File: config.mk
export PLATFORM = sky130hd
export DESIGN_NAME = multilevel_priority_fifo_flat
export DESIGN_NICKNAME = d
export VERILOG_FILES = /design/src/rtl/core/mlpf_pkg.sv /design/src/rtl/core/mlpf_req_if.sv /design/src/rtl/core/mlpf_rsp_if.sv /design/src/rtl/core/mlpf_ram.sv /design/src/rtl/core/mlpf_ctrl.sv /design/src/rtl/core/mlpf_datapath.sv /design/src/rtl/core/multilevel_priority_fifo.sv /design/src/flat_wrapper.sv
export VERILOG_INCLUDE_DIRS = /design/src /design/src/rtl/core
export SDC_FILE = /design/constraint.sdc
export NUM_CORES = 2
export LEC_CHECK = 0
export ABC_AREA = 0
export BUFFER_PORTS_ARGS = -buffer_cell sky130_fd_sc_hd__buf_2
export CORE_MARGIN = 2
export CORE_UTILIZATION = 60
export DETAILED_ROUTE_END_ITERATION = 10
export PLACE_DENSITY = 0.76
export SETUP_SLACK_MARGIN = 0.4
export SLEW_MARGIN = 30
export SYNTH_ARGS = -nofsm -noshare
export SYNTH_HDL_FRONTEND = slang
export SYNTH_SLANG_ARGS = --single-unit
export TNS_END_PERCENT = 100
File: constraint.sdc
create_clock -name clk -period 7.6 [get_ports clk]
set_input_delay 1.9 -clock clk [delete_from_list [all_inputs] [get_ports clk]]
set_output_delay 1.9 -clock clk [all_outputs]
set_load 0.02 [all_outputs]
File: src/rtl/core/multilevel_priority_fifo_defines.svh
// Assertion macros shared by the multilevel priority FIFO RTL.
// Each macro expects signals named clk and arst_n in the enclosing module.
`ifndef MULTILEVEL_PRIORITY_FIFO_DEFINES_SVH
`define MULTILEVEL_PRIORITY_FIFO_DEFINES_SVH

`ifndef NO_ASSERTIONS

// The condition holds at every clock edge out of reset.
`define MLPF_ASSERT_ALWAYS(label, cond) \
	label: assert property (@(posedge clk) disable iff (!arst_n) (cond)) \
		else $error("multilevel priority fifo check failed");

// When the trigger holds, the consequence holds in the same cycle.
`define MLPF_ASSERT_IMP(label, trig, cons) \
	label: assert property (@(posedge clk) disable iff (!arst_n) (trig) |-> (cons)) \
		else $error("multilevel priority fifo check failed");

// When the trigger holds, the consequence holds in the next cycle.
`define MLPF_ASSERT_NEXT(label, trig, cons) \
	label: assert property (@(posedge clk) disable iff (!arst_n) (trig) |=> (cons)) \
		else $error("multilevel priority fifo check failed");

`else

`define MLPF_ASSERT_ALWAYS(label, cond)
`define MLPF_ASSERT_IMP(label, trig, cons)
`define MLPF_ASSERT_NEXT(label, trig, cons)

`endif

`endif

File: src/rtl/core/mlpf_pkg.sv
`default_nettype none

package mlpf_pkg;

	// Operation codes of a request word.
	typedef enum logic [1:0] {
		OP_PUSH    = 2'd0,
		OP_POP     = 2'd1,
		OP_INSPECT = 2'd2
	} op_t;

	// Status codes of a response word.
	typedef enum logic [1:0] {
		STAT_OK    = 2'd0,
		STAT_EMPTY = 2'd1,
		STAT_FULL  = 2'd2,
		STAT_RANGE = 2'd3
	} status_t;

	// Controller states.
	typedef enum logic [1:0] {
		S_IDLE,
		S_EXEC,
		S_READ,
		S_RESP
	} state_t;

	// Request word.
	typedef struct packed {
		logic [1:0]  operation;
		logic [3:0]  priority_req;
		logic [15:0] task_id;
	} req_word_t;

	// Response word.
	typedef struct packed {
		logic [1:0]  status;
		logic        out_valid;
		logic [15:0] out_task_id;
		logic [3:0]  out_priority;
		logic        all_empty;
		logic [7:0]  total_count;
		logic [4:0]  level_count;
	} rsp_word_t;

	// Commands from the controller to the datapath.
	typedef struct packed {
		logic latch;
		logic exec;
		logic read;
		logic load_out;
	} cmd_t;

endpackage

`default_nettype wire

File: src/rtl/core/mlpf_req_if.sv
`default_nettype none

// Request channel: valid, ready and one request word.
interface mlpf_req_if;
	import mlpf_pkg::*;

	logic      valid;
	logic      ready;
	req_word_t data;

	modport source (output valid, output data, input ready);
	modport sink (input valid, input data, output ready);
endinterface

`default_nettype wire

File: src/rtl/core/mlpf_rsp_if.sv
`default_nettype none

// Response channel: valid, ready and one response word.
interface mlpf_rsp_if;
	import mlpf_pkg::*;

	logic      valid;
	logic      ready;
	rsp_word_t data;

	modport source (output valid, output data, input ready);
	modport sink (input valid, input data, output ready);
endinterface

`default_nettype wire

File: src/rtl/core/mlpf_ram.sv
`default_nettype none

// Simple dual-port RAM: one write port, one read port with registered data.
module mlpf_ram #(
	parameter int WIDTH = 16,
	parameter int DEPTH = 128
) (
	input  wire logic                     clk,
	input  wire logic                     we,
	input  wire logic [$clog2(DEPTH)-1:0] waddr,
	input  wire logic [WIDTH-1:0]         wdata,
	input  wire logic                     re,
	input  wire logic [$clog2(DEPTH)-1:0] raddr,
	output logic      [WIDTH-1:0]         rdata
);

	logic [WIDTH-1:0] mem_q [DEPTH];

	// Write port.
	always_ff @(posedge clk) begin
		if (we) begin
			mem_q[waddr] <= wdata;
		end
	end

	// Read port; the data holds until the next read.
	always_ff @(posedge clk) begin
		if (re) begin
			rdata <= mem_q[raddr];
		end
	end

endmodule

`default_nettype wire

File: src/rtl/core/mlpf_ctrl.sv
`default_nettype none

// Sequencer: one request word goes through execute, head read and response load.
module mlpf_ctrl (
	input  wire logic          clk,
	input  wire logic          arst_n,
	input  wire logic          req_valid,
	output logic               req_ready,
	output logic               rsp_valid,
	input  wire logic          rsp_ready,
	output mlpf_pkg::cmd_t     cmd
);
	import mlpf_pkg::*;

	state_t state_q;
	state_t state_d;
	logic   out_full_q;

	// State register.
	always_ff @(posedge clk or negedge arst_n) begin
		if (!arst_n) begin
			state_q <= S_IDLE;
		end else begin
			state_q <= state_d;
		end
	end

	// Next state and commands.
	always_comb begin
		state_d      = state_q;
		cmd          = '0;
		req_ready    = 1'b0;
		unique case (state_q)
			S_IDLE: begin
				req_ready = 1'b1;
				if (req_valid) begin
					cmd.latch = 1'b1;
					state_d   = S_EXEC;
				end
			end
			S_EXEC: begin
				cmd.exec = 1'b1;
				state_d  = S_READ;
			end
			S_READ: begin
				cmd.read = 1'b1;
				state_d  = S_RESP;
			end
			S_RESP: begin
				// Load the output register once it is free or being emptied.
				if (!out_full_q || rsp_ready) begin
					cmd.load_out = 1'b1;
					state_d      = S_IDLE;
				end
			end
			default: begin
				state_d = S_IDLE;
			end
		endcase
	end

	// Occupancy of the output register.
	always_ff @(posedge clk or negedge arst_n) begin
		if (!arst_n) begin
			out_full_q <= 1'b0;
		end else if (cmd.load_out) begin
			out_full_q <= 1'b1;
		end else if (rsp_ready) begin
			out_full_q <= 1'b0;
		end
	end

	assign rsp_valid = out_full_q;

endmodule

`default_nettype wire

File: src/rtl/core/mlpf_datapath.sv
`default_nettype none

`include "multilevel_priority_fifo_defines.svh"

// Level pointers, fill counts, entry RAM and response register.
module mlpf_datapath #(
	parameter int NUM_LEVELS  = 8,
	parameter int LEVEL_DEPTH = 16,
	parameter int ID_BITS     = 16
) (
	input  wire logic                 clk,
	input  wire logic                 arst_n,
	input  wire mlpf_pkg::cmd_t       cmd,
	input  wire mlpf_pkg::req_word_t  req_word,
	output mlpf_pkg::rsp_word_t       rsp_word
);
	import mlpf_pkg::*;

	localparam int CAP = NUM_LEVELS * LEVEL_DEPTH;
	localparam int LIW = $clog2(NUM_LEVELS);
	localparam int IW  = $clog2(LEVEL_DEPTH);
	localparam int FW  = $clog2(LEVEL_DEPTH + 1);
	localparam int AW  = $clog2(CAP);
	localparam int TW  = $clog2(CAP + 1);
	localparam int SW  = (ID_BITS < 16) ? ID_BITS : 16;

	// Latched request.
	logic [1:0]    op_q;
	logic [3:0]    pri_q;
	logic [SW-1:0] id_q;

	// Per-level state.
	logic [FW-1:0] fill_q [NUM_LEVELS];
	logic [IW-1:0] head_q [NUM_LEVELS];
	logic [IW-1:0] tail_q [NUM_LEVELS];
	logic [TW-1:0] total_q;

	// Per-word results.
	status_t       status_q;
	logic          popped_q;
	logic          rep_valid_q;
	logic [3:0]    rep_pri_q;

	logic          in_range;
	logic [LIW-1:0] lv_pri;
	logic          busy_any;
	logic [LIW-1:0] busy_lv;
	logic [3:0]    busy_pri;
	status_t       status_d;
	logic          push_ok;
	logic          pop_ok;
	logic          ram_we;
	logic          ram_re;
	logic [AW-1:0] ram_waddr;
	logic [AW-1:0] ram_raddr;
	logic [SW-1:0] ram_rdata;
	logic [FW-1:0] lvl_fill;
	rsp_word_t     out_word_q;

	function automatic logic [IW-1:0] wrap_next(input logic [IW-1:0] idx);
		return (idx == IW'(LEVEL_DEPTH - 1)) ? '0 : idx + 1'b1;
	endfunction

	// Named level and its range check.
	assign in_range = (pri_q != 4'd0) && (32'(pri_q) <= NUM_LEVELS);
	assign lv_pri   = LIW'(32'(pri_q) - 1);

	// Priority encoder: most urgent level that holds a task.
	always_comb begin
		busy_any = 1'b0;
		busy_lv  = '0;
		for (int i = NUM_LEVELS - 1; i >= 0; i--) begin
			if (fill_q[i] != '0) begin
				busy_any = 1'b1;
				busy_lv  = LIW'(i);
			end
		end
	end

	assign busy_pri = 4'(32'(busy_lv) + 1);

	// Outcome of the latched operation.
	always_comb begin
		status_d = STAT_OK;
		push_ok  = 1'b0;
		pop_ok   = 1'b0;
		unique case (op_q)
			OP_PUSH: begin
				priority if (!in_range) begin
					status_d = STAT_RANGE;
				end else if (fill_q[lv_pri] >= FW'(LEVEL_DEPTH)) begin
					status_d = STAT_FULL;
				end else begin
					push_ok = 1'b1;
				end
			end
			OP_POP: begin
				if (!busy_any) begin
					status_d = STAT_EMPTY;
				end else begin
					pop_ok = 1'b1;
				end
			end
			default: begin
				if (!in_range) begin
					status_d = STAT_RANGE;
				end
			end
		endcase
	end

	// Request latch.
	always_ff @(posedge clk) begin
		if (cmd.latch) begin
			op_q  <= req_word.operation;
			pri_q <= req_word.priority_req;
			id_q  <= SW'(req_word.task_id);
		end
	end

	// Level pointers and counts.
	always_ff @(posedge clk or negedge arst_n) begin
		if (!arst_n) begin
			for (int i = 0; i < NUM_LEVELS; i++) begin
				fill_q[i] <= '0;
				head_q[i] <= '0;
				tail_q[i] <= '0;
			end
			total_q <= '0;
		end else if (cmd.exec) begin
			if (push_ok) begin
				tail_q[lv_pri] <= wrap_next(tail_q[lv_pri]);
				fill_q[lv_pri] <= fill_q[lv_pri] + 1'b1;
				total_q        <= total_q + 1'b1;
			end
			if (pop_ok) begin
				head_q[busy_lv] <= wrap_next(head_q[busy_lv]);
				fill_q[busy_lv] <= fill_q[busy_lv] - 1'b1;
				total_q         <= total_q - 1'b1;
			end
		end
	end

	// Reported task: the popped head, or else the head after the operation.
	always_ff @(posedge clk or negedge arst_n) begin
		if (!arst_n) begin
			status_q    <= STAT_OK;
			popped_q    <= 1'b0;
			rep_valid_q <= 1'b0;
			rep_pri_q   <= '0;
		end else if (cmd.exec) begin
			status_q    <= status_d;
			popped_q    <= pop_ok;
			rep_valid_q <= pop_ok;
			rep_pri_q   <= busy_pri;
		end else if (cmd.read && !popped_q) begin
			rep_valid_q <= busy_any;
			rep_pri_q   <= busy_pri;
		end
	end

	// Entry RAM addressing: level times depth plus slot.
	assign ram_we    = cmd.exec && push_ok;
	assign ram_waddr = AW'(32'(lv_pri) * LEVEL_DEPTH + 32'(tail_q[lv_pri]));
	assign ram_re    = (cmd.exec && pop_ok) || (cmd.read && !popped_q);
	assign ram_raddr = AW'(32'(busy_lv) * LEVEL_DEPTH + 32'(head_q[busy_lv]));

	mlpf_ram #(
		.WIDTH (SW),
		.DEPTH (CAP)
	) u_entry_ram (
		.clk   (clk),
		.we    (ram_we),
		.waddr (ram_waddr),
		.wdata (id_q),
		.re    (ram_re),
		.raddr (ram_raddr),
		.rdata (ram_rdata)
	);

	// Count held at the named level.
	assign lvl_fill = in_range ? fill_q[lv_pri] : '0;

	// Response register.
	always_ff @(posedge clk) begin
		if (cmd.load_out) begin
			out_word_q.status       <= status_q;
			out_word_q.out_valid    <= rep_valid_q;
			out_word_q.out_task_id  <= rep_valid_q ? 16'(ram_rdata) : 16'd0;
			out_word_q.out_priority <= rep_valid_q ? rep_pri_q : 4'd0;
			out_word_q.all_empty    <= (total_q == '0);
			out_word_q.total_count  <= 8'(32'(total_q));
			out_word_q.level_count  <= 5'(32'(lvl_fill));
		end
	end

	assign rsp_word = out_word_q;

	`MLPF_ASSERT_ALWAYS(a_total_cap, 32'(total_q) <= CAP)
	`MLPF_ASSERT_NEXT(a_push_count, cmd.exec && push_ok, 32'(total_q) == 32'($past(total_q)) + 1)
	`MLPF_ASSERT_NEXT(a_head_report, cmd.read && !popped_q, rep_valid_q == (total_q != '0))
	`MLPF_ASSERT_IMP(a_pop_nonempty, cmd.exec && pop_ok, total_q != '0)

endmodule

`default_nettype wire

File: src/rtl/core/multilevel_priority_fifo.sv
// Channel  Role    Word fields
// req      sink    operation, priority_req, task_id
// rsp      source  status, out_valid, out_task_id, out_priority, all_empty,
//                  total_count, level_count
//
// Each request word goes through accept, execute, head read from the
// entry RAM, response load. The single read port of the entry RAM sets this.
// Reset is asynchronous and active low; it empties every level at once.
// A response that is not taken holds in the output register; the block accepts
// the next request meanwhile and waits before loading its response.
`default_nettype none

module multilevel_priority_fifo #(
	parameter int NUM_LEVELS  = 8,
	parameter int LEVEL_DEPTH = 16,
	parameter int ID_BITS     = 16
) (
	input  wire logic clk,
	input  wire logic arst_n,
	mlpf_req_if.sink  req,
	mlpf_rsp_if.source rsp
);
	import mlpf_pkg::*;

	cmd_t      cmd;
	logic      req_ready;
	logic      rsp_valid;
	rsp_word_t rsp_word;

	mlpf_ctrl u_ctrl (
		.clk       (clk),
		.arst_n    (arst_n),
		.req_valid (req.valid),
		.req_ready (req_ready),
		.rsp_valid (rsp_valid),
		.rsp_ready (rsp.ready),
		.cmd       (cmd)
	);

	mlpf_datapath #(
		.NUM_LEVELS  (NUM_LEVELS),
		.LEVEL_DEPTH (LEVEL_DEPTH),
		.ID_BITS     (ID_BITS)
	) u_datapath (
		.clk      (clk),
		.arst_n   (arst_n),
		.cmd      (cmd),
		.req_word (req.data),
		.rsp_word (rsp_word)
	);

	assign req.ready = req_ready;
	assign rsp.valid = rsp_valid;
	assign rsp.data  = rsp_word;

endmodule

`default_nettype wire
File: src/flat_wrapper.sv
// flat-port wrapper written by rule: the top's interface ports become plain ports
module multilevel_priority_fifo_flat import mlpf_pkg::*;
#(
	parameter int NUM_LEVELS  = 8,
	parameter int LEVEL_DEPTH = 16,
	parameter int ID_BITS     = 16
)
  (clk, arst_n, req_valid, req_data, req_ready, rsp_valid, rsp_data, rsp_ready);
  mlpf_req_if req_i ();
  mlpf_rsp_if rsp_i ();
  input  wire logic clk;
  input  wire logic arst_n;
  input wire logic [$bits(req_i.valid)-1:0] req_valid;
  input wire logic [$bits(req_i.data)-1:0] req_data;
  output wire logic [$bits(req_i.ready)-1:0] req_ready;
  output wire logic [$bits(rsp_i.valid)-1:0] rsp_valid;
  output wire logic [$bits(rsp_i.data)-1:0] rsp_data;
  input wire logic [$bits(rsp_i.ready)-1:0] rsp_ready;
  assign req_i.valid = req_valid;
  assign req_i.data = req_data;
  assign req_ready = req_i.ready;
  assign rsp_valid = rsp_i.valid;
  assign rsp_data = rsp_i.data;
  assign rsp_i.ready = rsp_ready;
  multilevel_priority_fifo #(.NUM_LEVELS(NUM_LEVELS), .LEVEL_DEPTH(LEVEL_DEPTH), .ID_BITS(ID_BITS)) u_core (.clk(clk), .arst_n(arst_n), .req(req_i), .rsp(rsp_i));
endmodule
# Yosys cells after proc, flatten, opt, wreduce, memory -nomap -nowiden
# Memory sizes are Yosys's and may differ from the RTL's. A register that Yosys moved wholly into a read port is not among the register bits.
# Index checks and enable logic that the tools add are counted.
dict set report classes {
  n_addsub 10
  order_cmp 6
  eq_ne 8
  mux 75
  bitwise 2
  reduce_logical 29
}
# cell count
set op_table {}
lappend op_table {{2-to-1 mux 40 bit} 3}
lappend op_table {{bitwise mux 40 bit} 2}
lappend op_table {{bitwise mux 32 bit} 2}
lappend op_table {{2-to-1 mux 4 bit} 10}
lappend op_table {{nonzero test 5 bit} 8}
lappend op_table {{binary-select mux 5 bit (select 3 bit)} 2}
lappend op_table {{demux 5 bit (select 3 bit)} 2}
lappend op_table {{2-to-1 mux 5 bit} 6}
lappend op_table {{2-to-1 mux 1 bit} 27}
lappend op_table {{binary-select mux 4 bit (select 3 bit)} 2}
lappend op_table {{demux 4 bit (select 3 bit)} 2}
lappend op_table {{2-to-1 mux 3 bit} 8}
lappend op_table {{2-to-1 mux 8 bit} 2}
lappend op_table {{adder 7 x 4 -> 7 bit} 2}
lappend op_table {{2-to-1 mux 2 bit} 5}
lappend op_table {{adder 4 x 1 -> 4 bit (second input constant)} 2}
lappend op_table {{adder 8 x 1 -> 8 bit (second input constant)} 1}
lappend op_table {{equality test 4 bit (second input constant)} 2}
lappend op_table {{greater-or-equal comparator 4 bit (second input constant)} 2}
lappend op_table {{logical NOT 8 bit} 1}
lappend op_table {{less-than comparator 4 x 1 -> 1 bit (second input constant)} 2}
lappend op_table {{NOT 3 -> 4 bit} 2}
lappend op_table {{case mux 2 bit (4 select lines)} 1}
lappend op_table {{AND reduction 2 bit} 4}
lappend op_table {{other kinds (17)} 30}
dict set report totals {
  reg_bits 182
  mem_bits_rw 2048
  in_bits 26
  output_inout_bits 39
  elab_cells 172
  n_memories 1
}
# memory depth width read_ports rd_clocked_by_memory_dff wr line_no
set memory_table {}
lappend memory_table {u_core.u_datapath.u_entry_ram.mem_q 128 16 1 1 1 mlpf_ram.sv:17} ;# logic [WIDTH-1:0] mem_q [DEPTH];

# Longest topological paths before layout
dict set report depth {
  word_depth 16
  mapped_depth 21
  ltp_nobuf 15
}

# Cells and area by module
# A second synthesis with hierarchy kept.
dict set report unflattened {
  cells_unflattened 3935
  area_unflattened_um2 87893.0
}
# mod n_inst cells_per_inst area_per_inst_um2 seq_area_each_um2
set modules_own_cells {}
lappend modules_own_cells {mlpf_ram 1 3086 78683.0 61979.4}
lappend modules_own_cells {mlpf_datapath 1 831 9004.9 4774.6}
lappend modules_own_cells {mlpf_ctrl 1 18 205.2 75.1}

# Least setup slack after synthesis
# No wires, ideal clock.
dict set report synth_timing {
  path_type {flip-flop to flip-flop}
  from {register u_core.u_datapath.pri_q[0]}
  to {memory u_core.u_datapath.u_entry_ram.mem_q[70][0], enable pin}
  setup_time_ns 0.388
  t_arrival_ns 4.618
  t_required_ns 7.212
  slack_ns 2.594
  path_stages_with_launch 15
  n_path_buf 3
  period_less_slack_ns 5.006
  path_cell_list {edfxtp_1 clkbuf_1 inv_2 ha_1 xor2_1 buf_1 nor2_1 a221oi_1 o22a_1 nor4b_1 nand2_1 nor2_1 nand3_1 clkbuf_1 nor2_1}
}
dict set report synth_between {
  elab_chain_cells 12
  word_cells_on_any_way 19
  cone_classes {2 x add/sub; 2 x order compare; 11 x mux; 1 x bitwise; 3 x reduce/logical}
}
# item line_no
set synth_rtl {}
lappend synth_rtl {{start: declaration} mlpf_datapath.sv:29} ;# logic [3:0] pri_q;
lappend synth_rtl {{start signal: assignment} mlpf_datapath.sv:116} ;# pri_q <= req_word.priority_req;
lappend synth_rtl {{subtractor 3 x 1 -> 3 bit} mlpf_datapath.sv:66} ;# assign lv_pri = LIW'(32'(pri_q) - 1);
lappend synth_rtl {{NOT 3 -> 4 bit (not written as such)} {mlpf_datapath.sv:91, mlpf_datapath.sv:164}}
lappend synth_rtl {{binary-select mux 5 bit (select 3 bit)} mlpf_datapath.sv:91} ;# end else if (fill_q[lv_pri] >= FW'(LEVEL_DEPTH)) begin
lappend synth_rtl {{2-to-1 mux 5 bit (not written as such) (2 in a row)} mlpf_datapath.sv:91}
lappend synth_rtl {{greater-or-equal comparator 5 bit} mlpf_datapath.sv:91}
lappend synth_rtl {{2-to-1 mux 1 bit} mlpf_datapath.sv:91}
lappend synth_rtl {{2-to-1 mux 1 bit} mlpf_datapath.sv:89} ;# priority if (!in_range) begin
lappend synth_rtl {{2-to-1 mux 1 bit} mlpf_datapath.sv:87} ;# unique case (op_q)
lappend synth_rtl {{logical AND 1 bit} mlpf_datapath.sv:163} ;# assign ram_we = cmd.exec && push_ok;
lappend synth_rtl {{2-to-1 mux 1 bit} mlpf_ram.sv:21} ;# if (we) begin
lappend synth_rtl {{2-to-1 mux 1 bit (not written as such)} mlpf_ram.sv:22} ;# mem_q[waddr] <= wdata;
lappend synth_rtl {{end: declaration} mlpf_ram.sv:17}
# Parallel ways exist; a longest one is shown, timed or not. The select of a mux whose other input is x is not followed.

# Worst setup path in the final report
dict set report layout_timing {
  from {register u_core.u_datapath.fill_q[31] (netlist name)}
  to {register u_core.u_datapath.u_entry_ram.rdata[6] (read register of u_core.u_datapath.u_entry_ram.mem_q) (data pin)}
}
dict set report layout_between {
  elab_chain_cells 8
  word_cells_on_any_way 14
  cone_classes {1 x add/sub; 9 x mux; 1 x bitwise; 3 x reduce/logical}
}
# item line_no
set layout_rtl {}
lappend layout_rtl {{start: declaration} mlpf_datapath.sv:33} ;# logic [FW-1:0] fill_q [NUM_LEVELS];
lappend layout_rtl {{start signal: indexed assignment} mlpf_datapath.sv:133} ;# fill_q[lv_pri] <= fill_q[lv_pri] + 1'b1;
lappend layout_rtl {{start signal: indexed assignment} mlpf_datapath.sv:138} ;# fill_q[busy_lv] <= fill_q[busy_lv] - 1'b1;
lappend layout_rtl {{nonzero test 5 bit (*)} mlpf_datapath.sv:73} ;# if (fill_q[i] != '0) begin
lappend layout_rtl {{2-to-1 mux 3 bit (2 in a row)} mlpf_datapath.sv:73}
lappend layout_rtl {{NOT 3 -> 4 bit (not written as such)} mlpf_datapath.sv:166} ;# assign ram_raddr = AW'(32'(busy_lv) * LEVEL_DEPTH + 32'(head_q[busy_lv]));
lappend layout_rtl {{binary-select mux 4 bit (select 3 bit)} mlpf_datapath.sv:166}
lappend layout_rtl {{2-to-1 mux 4 bit (not written as such) (2 in a row)} mlpf_datapath.sv:166}
lappend layout_rtl {{adder 7 x 4 -> 7 bit} mlpf_datapath.sv:166}
lappend layout_rtl {{end: declaration} mlpf_ram.sv:14} ;# output logic [WIDTH-1:0] rdata
# Every way passes the cells marked *; elsewhere a longest branch is shown, timed or not. The select of a mux whose other input is x is not followed.
# A chain may end at the register's enable or synchronous reset.

==> impl_results.md <==
* Status: finished clean
* Detailed-route via count at 62,900
* Hold/Removal Path Class: reg2reg
* Die area at 154,000 µm²
* Syn_nets at roughly 7,000
* Port bufs at 64
* WHS Path Cells at 0
* Largest family of logic cells by synthesized area: simple AND/OR/NAND/NOR gates
* # rows at 142
* Nets at ~7,000
* Asr flop ratio synth at 5.48%
* Netlist area before placement at 90,500 µm²
* Tot GR Track Use at a little under two fifths
* Post-Syn Instances at just under 7,000
* I/O pins at 65
* Non-Filler Instances at 9,181
* Clk_skew at 0.0714 ns
* Wire length per cell at 32.3 µm
* Inst Count DP at around 9,000
* Critical path capture point type: register
* Pwr dens at 410 nW/µm²
* Register area share after synthesis at 73.9%
* Compound-gate portion of the synthesized area at under 10%
* Initial antenna violation count at 24
* CTS Root Cell: clkbuf_16
* CP Max Fanout at 120
* Max Freq at 142 MHz
* Final wirelength at 296,000 µm
* XOR/XNOR Fraction of Synth Area at 0.184%
* HPWL after detailed placement at 187,000 µm
* Initial Util at around 60%
* Antenna viol nets, final at 0
* Hold Slack at 0.443 ns
* Area of the multi-input gates at 21,800 µm²
* 1st-pass router iterations at 9
* Layout area overhead at 12.1%
* Crit path DAT at ~7.6 ns
* Final hold vios at 0
* First-pass GRT wire length at about 420,000 µm
* DP Area at 94,200 µm²
* Critical path type: reg2reg
* Largest net degree at the start of global routing at 134
* Slew HR at 20.1%
* Yosys cell types at slightly below 90
* CTS max path bufs at 3
* Synth warnings at 0
* Final worst path period need at ~7.1 ns
* Final setup TNS at 0 ns
* Post-route cell area at slightly above 100,000 µm²
* H-tree levels at 4
* Final setup violation count at 0
* CTS Hold Bufs at 0
* Die W at 392 µm
* Commonest non-fill, non-tap cell in the layout: edfxtp_1
* Overflow after GRT at 0
* FILL cells at approximately 10,000
* CP Data Required Time at between 8 and 9 ns
* Post-synthesis mux area share at just under 2%
* Die H at between 300 and 400 µm
* R2R cell count at 13
* Post-CTS setup buffer count at 0
* Reg area at 66,800 µm²
* Clock Latency Late Sink at 0.88 ns
* PnR worst setup slack at roughly 0.54 ns
* Number of synthesized flops with an enable pin at ~2,100
* GP Congestion at 0.998
* Final Util at 67.7%
* Layout cells sized above 1 at ~11%
* Resized cells post-CTS at 0
* Most frequent cells in the layout: 2,123 x edfxtp_1, 1,672 x nand2_1, 622 x nand3_1
* RSZ-0062 raised after global routing: no
* First-iteration detailed-routing DRC count at 11,900
* Vias in the first global route at 58,000
* Post-Synth Simple-Gate Area at around 14%
* Max-Cap Viols at 0
* Avg Inst Size Synth at 13.3 µm²
* Synth Flop Type: edfxtp_1
* Critical path launch point type: register
* Pleak at 35.1 nW
* Sink Count at 2,246
* Reg clk slew, reported paths at 0.06 ns
* Final count of pins violating max slew at 0
* Vias per inst at roughly 7
* # DRC at 0
* TritonCTS Buffers at 216
* CTS tree: built
* Total power at a little over 40 mW
* Adder-Cell Fraction of Synth Area at 0.243%
* Area of the core at 150,000 µm²
* Dpl ws at just over 0.8 ns
* #FFs+latches synth at around 2,200
* Fin crit share at 92.9%
* Maximum vdd drop at 0.716 mV
* Worst-Margin Slew at roughly 1.2 ns
==> worst paths after layout <==
path	start	to	slack, ns
worst max register to register	u_core.u_datapath.fill_q[31]	u_core.u_datapath.u_entry_ram.rdata[6]	0.54
worst min-delay path	u_core.u_datapath.status_q[1]	u_core.u_datapath.rsp_word[36]	0.44
max in group asynchronous	arst_n	u_core.u_datapath.head_q[9]	5.37
worst max-delay path	u_core.u_datapath.fill_q[31]	u_core.u_datapath.u_entry_ram.rdata[6]	0.54
worst min register to register	u_core.u_datapath.status_q[1]	u_core.u_datapath.rsp_word[36]	0.44
min in group asynchronous	arst_n	u_core.u_datapath.fill_q[5]	1.13
==> worst max-delay path, cell delays in order, from the launching register on <==
cell	delay, ns
dfrtp_1	0.41
or4_1	0.65
nand2b_1	0.42
a211oi_1	0.29
a211oi_1	0.13
a211oi_4	0.83
nand2_8	0.53
inv_16	0.58
buf_12	0.37
a31oi_1	0.18
a2111oi_1	1.02
nand4_1	0.71
nor3_1	0.46
nand3_1	0.11
==> report_power, final <==
part           internal [mW]  total, mW  switching, mW
clock                   6.06       10.8           4.69
sequential              14.4       14.8          0.394
combinational           4.15       16.0           11.9
total                   24.6       41.6           17.0
==> Yosys cell counts (32+ instances only) <==
master	count	area share, %
o22ai_1	47	0.32
inv_1	32	0.13
a211oi_1	179	1.5
buf_1	54	0.22
nand3_1	622	3.4
nand4_1	48	0.33
nand2_1	1674	6.9
clkbuf_1	143	0.59
a21oi_1	167	0.92
a32oi_1	32	0.31
a311oi_1	67	0.65
dfrtp_1	123	3.4
nor2_1	248	1.0
o21ai_0	115	0.64
and2_1	33	0.23
and3_1	192	1.3
a31oi_1	174	1.2
buf_2	195	1.1
edfxtp_1	2123	70
mux2i_1	132	1.5
==> kinds of logic (layout without fill, tap and decap cells) <==
family,after synthesis,after routing
multiplexers,163,163
AND/OR/NAND/NOR,2917,2917
buffers and inverters,455,823
AO/OA/AOI/OAI,972,972
XOR/XNOR,19,19
flip-flops,2246,2246
other,0,8
adder cells (fa/ha/maj),17,17
==> per-layer routing <==
layer | share of wire, % | routed length [µm] | up-vias | GRT usage (%)
met5 | 0.085 | 251 | - | 0
met4 | 7.0 | 20700 | 38 | 22.0
met3 | 16 | 46500 | 955 | 12.4
met2 | 43 | 126000 | 5452 | 54.5
met1 | 35 | 103000 | 30600 | 52.4
li1 | - | - | 25900 | -
==> registers in the layout (all words and copies together), names as in the netlist, 2 cells and up <==
name / flops
u_core.u_datapath.u_entry_ram.rdata: 16
u_core.u_datapath.fill_q: 40
u_core.u_datapath.pri_q: 4
u_core.u_datapath.rep_pri_q: 4
u_core.u_datapath.tail_q: 32
u_core.u_datapath.total_q: 8
u_core.u_datapath.status_q: 2
u_core.u_datapath.head_q: 32
u_core.u_datapath.id_q: 16
u_core.u_datapath.rsp_word: 37
u_core.u_datapath.op_q: 2
u_core.u_datapath.u_entry_ram.mem_q: 2048
u_core.u_ctrl.state_q: 2
==> final cells by class <==
cell class | count | share of cell area [%]
clock buffers | 263 | 5.55
flip-flops and latches | 2246 | 65.9
repair buffers | 390 | 3.00
multi-input cells | 4088 | 21.5
diodes | 8 | 0.0197
clock inverters | 134 | 1.40
inverters | 36 | 0.157
well taps | 2016 | 2.49
Power figures use the tool's default switching activity.
